<file path="src/rtl/pfa_pkg.sv">
// Shared types, constants and ring arithmetic for the paged frame allocator.
package pfa_pkg;

   // Sizing
   localparam int FRAMES   = 64;
   localparam int MAX_JOBS = 16;

   localparam int FRAME_W  = $clog2(FRAMES);
   localparam int COUNT_W  = $clog2(FRAMES + 1);
   localparam int JOB_W    = (MAX_JOBS > 1) ? $clog2(MAX_JOBS) : 1;
   localparam int JF_AW    = JOB_W + FRAME_W;
   localparam int JF_DEPTH = 1 << JF_AW;

   typedef enum logic {
      OP_ALLOC = 1'b0,
      OP_FREE  = 1'b1
   } opcode_type;

   typedef enum logic [1:0] {
      ST_OK       = 2'd0,
      ST_NOFRAMES = 2'd1,
      ST_UNKNOWN  = 2'd2,
      ST_BUSY     = 2'd3
   } status_type;

   // Request word
   typedef struct packed {
      opcode_type         opcode;
      logic [JOB_W-1:0]   job_id;
      logic [COUNT_W-1:0] request_size;
   } req_type;

   // Response word
   typedef struct packed {
      status_type         status;
      logic [FRAME_W-1:0] page_number;
      logic [FRAME_W-1:0] frame_number;
      logic [COUNT_W-1:0] free_frames;
      logic               last;
   } rsp_type;

   // Controller to datapath
   typedef struct packed {
      logic       load;
      logic       err;
      status_type err_code;
      logic       alloc_start;
      logic       free_start;
      logic       issue;
      logic       done_free;
   } cmd_type;

   // Datapath to controller
   typedef struct packed {
      logic id_bad;
      logic live;
      logic size_zero;
      logic size_gt;
      logic op_free;
      logic k_last;
   } stat_type;

   // (a + b) mod FRAMES, for a < FRAMES and b <= FRAMES
   function automatic logic [FRAME_W-1:0] ring_add(input logic [FRAME_W-1:0] a,
                                                   input logic [COUNT_W-1:0] b);
      logic [FRAME_W:0] sum;
      sum = (FRAME_W+1)'(a) + (FRAME_W+1)'(b);
      if (sum >= (FRAME_W+1)'(FRAMES)) begin
         sum = sum - (FRAME_W+1)'(FRAMES);
      end
      return sum[FRAME_W-1:0];
   endfunction

endpackage

</file>
<file path="src/rtl/pfa_ctrl.sv">
// Request sequencer: decides each request and steps the datapath through it.
module pfa_ctrl (
   input  logic              clock,
   input  logic              reset,
   input  logic              start,
   output logic              busy,
   input  pfa_pkg::stat_type stat,
   output pfa_pkg::cmd_type  cmd
);

   typedef enum logic [1:0] {
      S_IDLE,
      S_CHECK,
      S_RUN,
      S_DRAIN
   } state_type;

   state_type state_ff, state_in;
   logic      busy_ff, busy_in;

   // Next state and commands
   always_comb begin
      cmd          = '0;
      cmd.err_code = pfa_pkg::ST_OK;
      state_in     = state_ff;
      unique case (state_ff)
         S_IDLE: begin
            if (start) begin
               cmd.load = 1'b1;
               state_in = S_CHECK;
            end
         end
         S_CHECK: begin
            state_in = S_IDLE;
            if (stat.id_bad) begin
               cmd.err      = 1'b1;
               cmd.err_code = pfa_pkg::ST_UNKNOWN;
            end else if (!stat.op_free) begin
               if (stat.live || stat.size_zero) begin
                  cmd.err      = 1'b1;
                  cmd.err_code = pfa_pkg::ST_BUSY;
               end else if (stat.size_gt) begin
                  cmd.err      = 1'b1;
                  cmd.err_code = pfa_pkg::ST_NOFRAMES;
               end else begin
                  cmd.alloc_start = 1'b1;
                  state_in        = S_RUN;
               end
            end else if (!stat.live) begin
               cmd.err      = 1'b1;
               cmd.err_code = pfa_pkg::ST_UNKNOWN;
            end else begin
               cmd.free_start = 1'b1;
               state_in       = S_RUN;
            end
         end
         S_RUN: begin
            // one list or page-table entry per cycle
            cmd.issue = 1'b1;
            if (stat.k_last) begin
               state_in = S_DRAIN;
            end
         end
         S_DRAIN: begin
            cmd.done_free = stat.op_free;
            state_in      = S_IDLE;
         end
         default: begin
            state_in = S_IDLE;
         end
      endcase
      busy_in = (state_in != S_IDLE);
   end

   always_ff @(posedge clock) begin
      if (reset) begin
         state_ff <= S_IDLE;
         busy_ff  <= 1'b0;
      end else begin
         state_ff <= state_in;
         busy_ff  <= busy_in;
      end
   end

   assign busy = busy_ff;

`ifndef NO_ASSERTIONS
   // busy mirrors the sequencer leaving idle
   a_busy_state: assert property (@(posedge clock) disable iff (reset)
      (state_ff == S_IDLE) == !busy_ff)
      else $error("busy out of step with state");

   // a request is never taken while the sequencer works
   a_load_idle: assert property (@(posedge clock) disable iff (reset)
      cmd.load |=> state_ff == S_CHECK)
      else $error("load outside idle");
`endif

endmodule

</file>
<file path="config.mk">
export PLATFORM = sky130hd
export DESIGN_NAME = pfa_ctrl
export DESIGN_NICKNAME = d
export VERILOG_FILES = /design/src/rtl/pfa_pkg.sv /design/src/rtl/pfa_ctrl.sv
export SDC_FILE = /design/constraint.sdc
export NUM_CORES = 1
export LEC_CHECK = 0
export BUFFER_PORTS_ARGS = -buffer_cell sky130_fd_sc_hd__clkbuf_2
export CORE_AREA = 8 8 45 47
export DETAILED_ROUTE_END_ITERATION = 16
export DIE_AREA = 0 0 53 55
export PLACE_DENSITY = 0.41
export SLEW_MARGIN = 10
export SYNTH_ARGS = -nofsm -noshare
export SYNTH_HDL_FRONTEND = slang
export SYNTH_SLANG_ARGS = --single-unit
</file>
<file path="constraint.sdc">
create_clock -name clock -period 2.7 [get_ports clock]
set_input_delay 0.54 -clock clock [delete_from_list [all_inputs] [get_ports clock]]
set_output_delay 0.54 -clock clock [all_outputs]
set_load 0.05 [all_outputs]
</file>
==> results.json <==
{
  "critical_path_arrival_ns": 1.63,
  "netlist_top_cells_area": "dfxtp_1, a21oi_1, nor2_1",
  "worst_path_max_delay_cell": "or4_4",
  "grt_pass1_wl_um": 1083,
  "vias_per_cell": 4.127,
  "ant_nets": 0,
  "antenna_cells": 0,
  "antenna_found_initial": 0,
  "final_cell_mix": "clkbuf_2, a21oi_1, nor2_1",
  "first_pass_iters": 4,
  "syn_area_per_cell_sq_um": 7.652,
  "status": "finished clean",
  "grt_start_max_net_pins": 7,
  "powerDensity_mw_per_mm2": 510.1,
  "tns_ns": 0,
  "hold_path.class": "in -> reg",
  "cpMostUsedCell": "clkbuf_2",
  "drive_gt1_share_pct": 53.19,
  "worst_setup_path_start_kind": "input pin",
  "worst-path-max-fanout": 4,
  "fin_ws_ns": 0.5293,
  "cts_buffers": 3,
  "leakagePower_nw": 0.1673,
  "setup_viol": 0,
  "timing.final.max_slew_violations": 0,
  "cts_max_path_buffers": 2,
  "cts_hold_buf": 0,
  "cts-root-buf": "clkbuf_4",
  "crit_family": "simple AND/OR/NAND/NOR gates",
  "worstPathRequired_ns": 2.16,
  "netlist_instances": 26,
  "start_util_pct": 14.38,
  "synth-seq-cells": 3,
  "drc": 0,
  "critPathBufInv": 2,
  "cts_resized": 0,
  "num_vias": 260,
  "core-area_sq_mm": 0.001384,
  "place.port_buffers": 17,
  "crit_chain": "clkbuf_2, or4_4, a21oi_1, nor2_1, clkbuf_2",
  "gr-total-overflow": 0,
  "yosys_warnings": 0,
  "clkTransAtPathRegs_ns": 0.04,
  "grt_pass1_vias": 281,
  "maxCapViolCount": 0,
  "cts.htree.levels": 1,
  "worst_slew_pin_slew_ns": 0.2843,
  "clock-sinks": 3,
  "boundaryPins": 18,
  "area_growth_pct": 68.55,
  "synth_top_cell_by_area": "dfxtp_1",
  "core.rowCount": 14,
  "worstSetupPathType": "in -> out",
  "finalCritPeriodShare_pct": 80.40,
  "slowest_delay_ns": 0.53,
  "track_usage_pct": 4.855,
  "pre_cts_ws_ns": 0.5176,
  "finalCriticalPeriod_ns": 2.171,
  "cts_setup_buffers": 0,
  "gp_congestion": 0.6103,
  "ys_types": 16,
  "yosysSeqAreaShare_pct": 30.19,
  "max_freq_mhz": 460.7,
  "fin_util_pct": 24.23,
  "clock_skew_ns": 0.002534,
  "nets": 57,
  "mostFrequentLayoutCell": "clkbuf_2",
  "die-width_um": 53,
  "fillers": 157,
  "synth_top_area_share_pct": 30.19,
  "vdd_drop_max_mv": 0.4035,
  "wl_per_cell_um": 10.52,
  "slew_headroom_pct": 81.13,
  "clock_latency_ns": 0.23,
  "syn_area_sq_um": 198.9,
  "cts_tree": "built",
  "drt_iter0_drc": 3,
  "grt_setup_unrepaired": "false",
  "dieHeight_um": 55,
  "die_area_sq_mm": 0.002915,
  "final_hold_viol_count": 0,
  "end_kind": "output pin",
  "wl_um": 663,
  "syn_nets": 35
}
-- layer usage --
metal	global-route usage (%)	share of wire (%)
met5	0	0
met4	0	0
met3	2.941	8.9
met2	10.35	56
met1	3.782	35
-- power by group --
group          internal, W  leakage [nW]  switching, W
combinational    0.0000142         0.128     0.0000313
sequential       0.0000470        0.0247    0.00000177
clock            0.0000553        0.0150     0.0000216
-- final cells by class --
type / instances / area [sq um] / area share (%)
multi-input cells: 22 / 140.1 / 41.79
clock buffers: 4 / 26.28 / 7.836
flip-flops and latches: 3 / 60.06 / 17.91
inverters: 1 / 3.754 / 1.119
well taps: 16 / 20.02 / 5.970
repair buffers: 17 / 85.08 / 25.37
-- synthesized netlist by cell type --
cell,n
a21o_1,1
a21oi_1,4
or3b_2,1
or2b_1,1
and3_1,1
nor3_1,2
nand2_1,1
dfxtp_1,3
o21bai_1,1
nand2b_1,1
nor2_1,4
a21oi_2,1
or3_2,1
or4_4,1
nor3b_1,2
inv_1,1
-- logic make-up (layout without fill, tap and decap cells) --
logic type | Yosys count | count (layout) | synth area share (%)
and+or+nand+nor | 15 | 15 | 45.91
AOI/OAI and AO/OA | 7 | 7 | 22.02
DFF | 3 | 3 | 30.19
buffers and inverters | 1 | 22 | 1.885
-- path summary, 6_finish.rpt --
check / start / end / slack (ns) / cells after the start
setup / recovery: stat[4] / cmd[6] / 0.53 / 5
hold / removal: reset / state_ff[1] / 0.51 / 2
setup reg to reg: state_ff[0] / state_ff[1] / 1.42 / 3
hold reg to reg: state_ff[1] / state_ff[1] / 0.56 / 2
-- sequential cells by signal, summed over array words and instances (netlist names) --
name and count:
state_ff 2, busy 1
-- per-stage QoR --
stage               instance area (sq um)  hold slack, ns   power [W]  instances
global placement                    309.0          0.5601  0.00009527         59
global route                        335.3          0.4958   0.0001837         63
finish                              335.3          0.5054   0.0001710         63
detailed placement                  309.0          0.5568  0.00009563         59
floorplan                           203.9          0.5093  0.00007959         26
CTS                                 335.3          0.5035   0.0001735         63
-- worst register-to-register path, delay by kind of cell (launching register included) --
kind,cells,cell delay (ns)
simple gates,1,0.52
flops,1,0.37
compound gates,2,0.33
(Power assumes the default switching activity.)
